**config.mk**
```make
export PLATFORM = sky130hd
export DESIGN_NAME = smvm_row_acc
export DESIGN_NICKNAME = d
export VERILOG_FILES = /design/src/sparse_matrix_vector_multiply_unit_defines.svh /design/src/smvm_pkg.sv /design/src/smvm_row_acc.sv
export SDC_FILE = /design/constraint.sdc
export NUM_CORES = 2
export LEC_CHECK = 0
export BUFFER_PORTS_ARGS = -buffer_cell sky130_fd_sc_hd__buf_2
export CAP_MARGIN = 10
export CORE_MARGIN = 2
export CORE_UTILIZATION = 60
export CTS_BUF_LIST = sky130_fd_sc_hd__clkbuf_2
export CTS_CLUSTER_DIAMETER = 30
export DETAILED_ROUTE_END_ITERATION = 8
export HOLD_SLACK_MARGIN = 0.1
export PLACE_DENSITY = 0.77
export RECOVER_POWER = 100
export SKIP_CTS_REPAIR_TIMING = 1
export SYNTH_ARGS = -nofsm -noshare
export SYNTH_HDL_FRONTEND = slang
export SYNTH_SLANG_ARGS = --single-unit
```
**constraint.sdc**
```tcl
create_clock -name clock -period 11.35 [get_ports clock]
set_input_delay 1.7025 -clock clock [delete_from_list [all_inputs] [get_ports clock]]
set_output_delay 1.7025 -clock clock [all_outputs]
set_load 0.01 [all_outputs]
```
**src/sparse_matrix_vector_multiply_unit_defines.svh**
```systemverilog
// Assertion macros used by the sparse matrix vector multiply top level.
`ifndef SPARSE_MATRIX_VECTOR_MULTIPLY_UNIT_DEFINES_SVH
`define SPARSE_MATRIX_VECTOR_MULTIPLY_UNIT_DEFINES_SVH

`ifndef ASSERT_OFF
`define ASSERT_IMPLIES(label, clk, rst, ante, cons) \
   label: assert property (@(posedge clk) disable iff (rst) (ante) |-> (cons)) \
      else $error("assertion failed");
`define ASSERT_NEXT(label, clk, rst, ante, cons) \
   label: assert property (@(posedge clk) disable iff (rst) (ante) |=> (cons)) \
      else $error("assertion failed");
`else
`define ASSERT_IMPLIES(label, clk, rst, ante, cons)
`define ASSERT_NEXT(label, clk, rst, ante, cons)
`endif

`endif

```
**src/smvm_pkg.sv**
```systemverilog
// Types and constants of the sparse matrix vector multiply unit.
package smvm_pkg;

   localparam int MaxLen    = 4096;
   localparam int IdxW      = 12;
   localparam int ValW      = 32;
   localparam int SumW      = 64;
   localparam int CntW      = 13;
   localparam int AddrWideW = 17;
   localparam int CsrIdxW   = 2;

   localparam logic [CntW-1:0] RowEndReset = 13'h1000;

   typedef enum logic [1:0] {
      MODE_LOAD    = 2'd0,
      MODE_NONZERO = 2'd1,
      MODE_EMPTY   = 2'd2
   } mode_type;

   typedef enum logic [CsrIdxW-1:0] {
      CSR_ROW_BEGIN = 2'd0,
      CSR_ROW_END   = 2'd1
   } csr_index_type;

   // Control travelling with a nonzero or empty-row word down the pipeline.
   typedef struct packed {
      logic valid;
      logic nonzero;
      logic done;
      logic in_range;
   } stage_ctl_type;

   typedef struct packed {
      logic               valid;
      logic [CsrIdxW-1:0] index;
      logic [CntW-1:0]    data;
   } csr_write_type;

   typedef struct packed {
      logic            valid;
      logic [IdxW-1:0] index;
      logic [SumW-1:0] sum;
      logic            last;
      logic            close_pending;
   } rsp_word_type;

endpackage

```
**src/smvm_row_acc.sv**
```systemverilog
// Product register, saturating row accumulator, row counter and result register.
module smvm_row_acc (
   input  logic                          clock,
   input  logic                          reset,
   input  logic                          advance,
   input  smvm_pkg::stage_ctl_type       a_ctl,
   input  logic signed [smvm_pkg::ValW-1:0] a_value,
   input  logic signed [smvm_pkg::ValW-1:0] elem,
   input  smvm_pkg::csr_write_type       csr_write,
   output smvm_pkg::rsp_word_type        rsp_word
);

   localparam logic [smvm_pkg::SumW-1:0] SumMax = {1'b0, {(smvm_pkg::SumW-1){1'b1}}};
   localparam logic [smvm_pkg::SumW-1:0] SumMin = {1'b1, {(smvm_pkg::SumW-1){1'b0}}};

   smvm_pkg::stage_ctl_type b_ctl_ff;
   logic signed [smvm_pkg::SumW-1:0] prod_ff;
   logic signed [smvm_pkg::SumW-1:0] prod_in;
   logic signed [smvm_pkg::SumW-1:0] prod_full;

   logic [smvm_pkg::SumW-1:0] acc_ff, acc_in;
   logic [smvm_pkg::CntW-1:0] cnt_ff, cnt_in;
   logic [smvm_pkg::IdxW-1:0] row_begin_ff, row_begin_in;
   logic [smvm_pkg::CntW-1:0] row_end_ff, row_end_in;

   logic                      out_valid_ff, out_valid_in;
   logic [smvm_pkg::IdxW-1:0] out_index_ff, out_index_in;
   logic [smvm_pkg::SumW-1:0] out_sum_ff, out_sum_in;
   logic                      out_last_ff, out_last_in;

   logic [smvm_pkg::SumW-1:0] sum_raw, sum_sat;
   logic [smvm_pkg::CntW-1:0] cnt_next;
   logic                      overflow, close, is_last;

   // Both operands are signed, so the product is formed at the full 64 bits.
   assign prod_full = a_value * elem;
   assign prod_in   = a_ctl.in_range ? prod_full : '0;

   always_ff @(posedge clock) begin
      if (reset) begin
         b_ctl_ff <= '0;
      end else if (advance) begin
         b_ctl_ff <= a_ctl;
      end
   end

   always_ff @(posedge clock) begin
      if (advance) begin
         prod_ff <= prod_in;
      end
   end

   always_comb begin
      sum_raw  = acc_ff + prod_ff;
      overflow = (acc_ff[smvm_pkg::SumW-1] == prod_ff[smvm_pkg::SumW-1]) &&
                 (sum_raw[smvm_pkg::SumW-1] != acc_ff[smvm_pkg::SumW-1]);
      sum_sat  = overflow ? (acc_ff[smvm_pkg::SumW-1] ? SumMin : SumMax) : sum_raw;

      cnt_next = cnt_ff + 1'b1;
      is_last  = (cnt_next == row_end_ff);
      close    = b_ctl_ff.valid && (!b_ctl_ff.nonzero || b_ctl_ff.done);

      acc_in       = acc_ff;
      cnt_in       = cnt_ff;
      row_begin_in = row_begin_ff;
      row_end_in   = row_end_ff;
      out_valid_in = out_valid_ff;
      out_index_in = cnt_ff[smvm_pkg::IdxW-1:0] - row_begin_ff;
      out_sum_in   = b_ctl_ff.nonzero ? sum_sat : '0;
      out_last_in  = is_last;

      if (advance) begin
         out_valid_in = close;
         if (b_ctl_ff.valid) begin
            acc_in = (b_ctl_ff.nonzero && !b_ctl_ff.done) ? sum_sat : '0;
         end
         if (close) begin
            cnt_in = is_last ? {1'b0, row_begin_ff} : cnt_next;
         end
      end

      // Register writes must come only while the pipeline is empty; this block does not enforce it.
      if (csr_write.valid) begin
         case (smvm_pkg::csr_index_type'(csr_write.index))
            smvm_pkg::CSR_ROW_BEGIN: begin
               row_begin_in = csr_write.data[smvm_pkg::IdxW-1:0];
               cnt_in       = {1'b0, csr_write.data[smvm_pkg::IdxW-1:0]};
               acc_in       = '0;
            end
            smvm_pkg::CSR_ROW_END: begin
               row_end_in = csr_write.data;
            end
            default: begin
            end
         endcase
      end
   end

   always_ff @(posedge clock) begin
      if (reset) begin
         acc_ff       <= '0;
         cnt_ff       <= '0;
         row_begin_ff <= '0;
         row_end_ff   <= smvm_pkg::RowEndReset;
         out_valid_ff <= 1'b0;
      end else begin
         acc_ff       <= acc_in;
         cnt_ff       <= cnt_in;
         row_begin_ff <= row_begin_in;
         row_end_ff   <= row_end_in;
         out_valid_ff <= out_valid_in;
      end
   end

   always_ff @(posedge clock) begin
      if (advance) begin
         out_index_ff <= out_index_in;
         out_sum_ff   <= out_sum_in;
         out_last_ff  <= out_last_in;
      end
   end

   assign rsp_word.valid         = out_valid_ff;
   assign rsp_word.index         = out_index_ff;
   assign rsp_word.sum           = out_sum_ff;
   assign rsp_word.last          = out_last_ff;
   assign rsp_word.close_pending = close;

endmodule

```
# == After elaboration in Yosys (flattened, before gate mapping) ==
# Cells that the tools add are included.
# word_totals
in_bits,87
register_bits,247
# classes
reduce_logical,9
addsub,3
muxes,12
eq_ne,4
multipliers,1
# op_table
operator,count
$mux 64,7
$mux 13,5
$add 64x64->64,1
$mul 32x32->64,1
$add 13x1->13 const B,1
$eq 13x13->1,1
$sub 12x12->12,1
$reduce_and 2->1,2
$logic_and 1x1->1,3
$eq 2x1->1 const B,1
$logic_not 1->1,2
$logic_not 2->1,1
$eq 1x1->1,1
$logic_or 1x1->1,1
$ne 1x1->1,1

# == Logic depth before layout (Yosys ltp) ==
# logic_depth
word_depth,9
mapped_depth,30
mapped_depth_nobuf,28

# == Worst setup path before layout ==
# No wires, ideal clock.
# synth_timing
kind,input port to flip-flop
startpoint,in a_value[31] (netlist name)
endpoint,"reg prod_ff[58] (netlist name), data pin"
t_required_ps,11089
arrival_time_ps,8986
setup_slack_ps,2103
path_buffers,2
path_stages,26
setup_ps,261
path_cell_list,clkbuf_1 -> nand2_1 -> inv_1 -> fa_1 -> inv_1 -> fa_1 -> inv_1 -> fa_1 -> fa_1 -> inv_1 -> fa_1 -> inv_1 -> fa_1 -> inv_1 -> fa_1 -> inv_1 -> fa_1 -> ha_1 -> clkbuf_1 -> and3_1 -> nand2_1 -> or4_1 -> a211o_1 -> a21oi_2 -> a31oi_1 -> mux2i_1
# synth_between
elab_chain_cells,1
# synth_lines
item,line_no,source
from (decl),smvm_row_acc.sv:7,"input logic signed [smvm_pkg::ValW-1:0] a_value,"
$mul 32x32->64,smvm_row_acc.sv:36,assign prod_full = a_value * elem;
to (signal assigned),smvm_row_acc.sv:49,prod_ff <= prod_in;
to (decl),smvm_row_acc.sv:17,logic signed [smvm_pkg::SumW-1:0] prod_ff;
# Every way passes these cells.
# A chain may end at the register's enable or synchronous reset.

# == Final worst setup path ==
# layout_timing
startpoint,in a_value[15] (netlist name)
endpoint,"reg prod_ff[57] (netlist name), data pin"
# Same word-level chain as after synthesis.

==> metrics.txt <==
status finished with violations; violated checks capacitance limit, slew limit; total CTS buffers 51; most frequently used flop master after synthesis sky130_fd_sc_hd__edfxtp_1; Avg WL per Cell 20.68 um; Pre-antenna DRT Iters 6; startpoint type of the worst setup path input pin; number of global-route vias before repair between 30000 and 40000; register bit total from synthesis 247; post-synthesis to final-layout area growth 3.079%; syn_area_per_cell between 9 and 10 um2; CTS H-Tree Depth 2; fraction of the cycle the final worst path needs 90.62%; via count about 38000; YS warnings 0; Final TNS setup 0 ns; combined global-route utilization of all metal layers approximately 32%; CTS tree built; share of final-layout standard cells stronger than drive strength 1 just over 4%; Antenna Nets Post-Route 0; post-synth cell types 91; global-route wire length before repair around 220 mm; Setup crit end kind flop; via density per instance between 5 and 6; port bufs about 170; largest buffer count on any clock path 3; clock latency reported for the late side of the worst-skew pair roughly 0.89 ns; RSZ-0062 raised after global routing false; pre-CTS worst setup slack roughly 0.9 ns; total clock sinks 247; WP data required 11.91 ns; Worst slew margin -162.6%; Final Util between 60% and 70%; number of DRC markers in iteration 0 just over 3000; Std-Cell Rows ~110; die area 86250 um2; final setup vio count 0; net count of the mapped netlist around 6900; number of flops mapped to enable cells by yosys around 140; CTS clock-pin slew for the worst setup and hold paths around 0.10 ns; placeable core region 83420 um2; FFs w/ async S/R, synth 0%; starting density of the core between 60% and 70%; number of remaining DRC errors 0; placer congestion estimate between 0.9 and 1; Fin Clk Skew roughly 0.11 ns; total congestion overflow 0; post-DP HPWL about 110 mm; critical setup path kind input pin to flop; number of nets in the layout between 6000 and 7000; Final Max Slew Viols between 300 and 400; Data arrival, critical path approximately 11 ns; setup ws final 1.065 ns; initial antenna violation count 3; highest clock frequency the design can meet between 90 and 100 MHz; critical-path maximum fanout 32; I/O pin cnt approximately 170; final wirelength around 140 mm; class of the tightest hold or removal check flop to flop; min cycle time layout 10.29 ns; max capacitance violation total 7; Chip Height 293.7 um; root cell of the clock tree sky130_fd_sc_hd__clkbuf_2; Cells after Synth 5465; fraction of the yosys area taken by sequential cells between 10% and 20%; mapped cell area about 50000 um2; pin count of the biggest net entering global routing 76; total count of hold-check failures in the final report 0; die width 293.7 um; actual transition at the worst max-transition pin slightly below 4 ns
## per-layer routing
metal | routed length (um) | part of all wire [%] | track usage (%) | vias to the layer above
met5 | 12 | 0.0089 | 0 | -
met4 | 4334 | 3.2 | 9.793 | 2
met3 | 15270 | 11 | 8.980 | 300
met2 | 59420 | 44 | 49.65 | 1859
met1 | 56000 | 41 | 44.83 | 18950
li1 | - | - | - | 16610
## cells in the final DEF, fill, tap and decap left out, types with 13 or more instances in the layout
master	n
sky130_fd_sc_hd__fa_1	1085
sky130_fd_sc_hd__inv_1	1009
sky130_fd_sc_hd__nand2_1	695
sky130_fd_sc_hd__and2_1	510
sky130_fd_sc_hd__nor2_1	272
sky130_fd_sc_hd__ha_1	259
sky130_fd_sc_hd__a21oi_1	226
sky130_fd_sc_hd__o21ai_0	143
sky130_fd_sc_hd__edfxtp_1	141
sky130_fd_sc_hd__dfxtp_1	106
sky130_fd_sc_hd__a21o_1	96
sky130_fd_sc_hd__clkbuf_1	88
sky130_fd_sc_hd__xnor2_1	84
sky130_fd_sc_hd__buf_2	83
sky130_fd_sc_hd__clkbuf_2	70
sky130_fd_sc_hd__xor2_1	52
sky130_fd_sc_hd__nand3_1	44
sky130_fd_sc_hd__nor3_1	36
sky130_fd_sc_hd__nand4_1	33
sky130_fd_sc_hd__nand2b_1	30
sky130_fd_sc_hd__buf_4	27
sky130_fd_sc_hd__a31oi_1	25
sky130_fd_sc_hd__and3_1	25
sky130_fd_sc_hd__o21bai_1	25
sky130_fd_sc_hd__mux2i_1	23
sky130_fd_sc_hd__o21a_1	20
sky130_fd_sc_hd__nor2b_1	19
sky130_fd_sc_hd__clkinv_1	16
sky130_fd_sc_hd__o211ai_1	14
sky130_fd_sc_hd__and2_0	13
## stage by stage
step | std cells | hold slack [ns] | instance area (um2)
2_1_floorplan | 5465 | 0.4291 | 50350
3_3_place_gp | 6433 | 0.4368 | 51580
3_5_place_dp | 6433 | 0.4475 | 51580
4_1_cts | 6528 | 0.4640 | 52070
5_1_grt | 6529 | 0.4973 | 51900
6_report | 6529 | 0.4611 | 51900
## area by class of cell
cell class	instances	area, um2
antenna	1	2.502
fill	7023	31530
timing repair buffer	198	948.4
multi-input combinational	3896	38950
tap	1080	1351
sequential	247	6356
clock inverter	25	140.1
clock buffer	70	350.3
inverter	1012	3799
## flip-flops by register name, summed over array words and instances (netlist names)
signal / count
acc_ff: 64
out_sum_ff: 64
prod_ff: 64
cnt_ff: 13
row_end_ff: 13
out_index_ff: 12
row_begin_ff: 12
b_ctl_ff: 3
out_last_ff: 1
out_valid_ff: 1
## worst max-delay path: stages
cell and delay [ns]:
sky130_fd_sc_hd__clkbuf_1 1.66, sky130_fd_sc_hd__nand2_1 0.28, sky130_fd_sc_hd__fa_1 0.55, sky130_fd_sc_hd__fa_1 0.55
sky130_fd_sc_hd__fa_1 0.48, sky130_fd_sc_hd__fa_1 0.56, sky130_fd_sc_hd__inv_1 0.05, sky130_fd_sc_hd__fa_1 0.50
sky130_fd_sc_hd__inv_1 0.05, sky130_fd_sc_hd__fa_1 0.53, sky130_fd_sc_hd__inv_1 0.05, sky130_fd_sc_hd__fa_1 0.38
sky130_fd_sc_hd__fa_1 0.51, sky130_fd_sc_hd__ha_1 0.46, sky130_fd_sc_hd__nand3_1 0.20, sky130_fd_sc_hd__nor3_1 0.32
sky130_fd_sc_hd__o21ai_0 0.21, sky130_fd_sc_hd__nor3_1 0.52, sky130_fd_sc_hd__o211ai_1 0.18, sky130_fd_sc_hd__nand2_1 0.13
sky130_fd_sc_hd__nor4b_1 0.08, sky130_fd_sc_hd__o21ai_0 0.52, sky130_fd_sc_hd__a21oi_1 0.18, sky130_fd_sc_hd__mux2i_1 0.16
## kinds of logic after synthesis
group                      share of synthesized area [%]
and+or+nand+nor                                    16.58
adders and majority gates                          49.60
xor gates and xnor gates                           2.366
muxes                                             0.4573
buffers and inverters                              9.938
AOI/OAI and AO/OA                                  8.432
DFF                                                12.62
## cells in the mapped netlist, types with 4 or more instances
cell type | n | area share, %
sky130_fd_sc_hd__o221ai_1 | 7 | 0.12
sky130_fd_sc_hd__a22oi_1 | 7 | 0.10
sky130_fd_sc_hd__a21boi_0 | 6 | 0.089
sky130_fd_sc_hd__nor3_1 | 35 | 0.35
sky130_fd_sc_hd__clkbuf_1 | 291 | 2.2
sky130_fd_sc_hd__nor2_1 | 272 | 2.0
sky130_fd_sc_hd__fa_1 | 1085 | 43
sky130_fd_sc_hd__xnor2_1 | 84 | 1.5
sky130_fd_sc_hd__or2_2 | 7 | 0.087
sky130_fd_sc_hd__a41oi_1 | 4 | 0.070
sky130_fd_sc_hd__nand2_1 | 695 | 5.2
sky130_fd_sc_hd__o21ai_1 | 13 | 0.13
sky130_fd_sc_hd__o211ai_1 | 13 | 0.19
sky130_fd_sc_hd__a31oi_1 | 25 | 0.31
sky130_fd_sc_hd__o21bai_1 | 25 | 0.37
sky130_fd_sc_hd__a211o_1 | 5 | 0.087
sky130_fd_sc_hd__a221o_1 | 5 | 0.099
sky130_fd_sc_hd__and2_1 | 523 | 6.5
sky130_fd_sc_hd__and3_1 | 24 | 0.30
sky130_fd_sc_hd__inv_1 | 1009 | 7.5
sky130_fd_sc_hd__dfxtp_1 | 106 | 4.2
sky130_fd_sc_hd__nor4_1 | 7 | 0.087
sky130_fd_sc_hd__buf_4 | 6 | 0.089
sky130_fd_sc_hd__buf_2 | 8 | 0.080
sky130_fd_sc_hd__o31ai_1 | 9 | 0.13
sky130_fd_sc_hd__a211oi_1 | 8 | 0.12
sky130_fd_sc_hd__a2bb2oi_1 | 6 | 0.10
sky130_fd_sc_hd__or3_1 | 12 | 0.15
sky130_fd_sc_hd__nor2b_1 | 19 | 0.24
sky130_fd_sc_hd__nand4_1 | 33 | 0.41
sky130_fd_sc_hd__nand3_1 | 43 | 0.43
sky130_fd_sc_hd__mux2i_1 | 23 | 0.46
sky130_fd_sc_hd__xor2_1 | 52 | 0.90
sky130_fd_sc_hd__o21a_1 | 20 | 0.30
sky130_fd_sc_hd__a21oi_1 | 226 | 2.2
sky130_fd_sc_hd__ha_1 | 259 | 6.4
sky130_fd_sc_hd__nor3b_1 | 6 | 0.089
sky130_fd_sc_hd__a21o_1 | 96 | 1.4
sky130_fd_sc_hd__edfxtp_1 | 141 | 8.4
sky130_fd_sc_hd__or4_1 | 5 | 0.075
sky130_fd_sc_hd__nand2b_1 | 30 | 0.37
sky130_fd_sc_hd__o41ai_1 | 5 | 0.087
sky130_fd_sc_hd__o21ai_0 | 135 | 1.3
## path summary, 6_finish.rpt
| check | from | to | slack (ns) | cells past startpoint |
|---|---|---|---|---|
| hold / removal | acc_ff[59]$_SDFF_PP0_ | acc_ff[59]$_SDFF_PP0_ | 0.46 | 2 |
| setup reg to reg | prod_ff[34]$_SDFFCE_PN0P_ | acc_ff[4]$_SDFF_PP0_ | 3.19 | 19 |
| setup / recovery | a_value[15] | prod_ff[57]$_SDFFCE_PN0P_ | 1.06 | 24 |
| hold reg to reg | acc_ff[59]$_SDFF_PP0_ | acc_ff[59]$_SDFF_PP0_ | 0.46 | 2 |
Power is not shown: default switching activity piles up to over one toggle a cycle in this logic, so the estimate is an artifact.
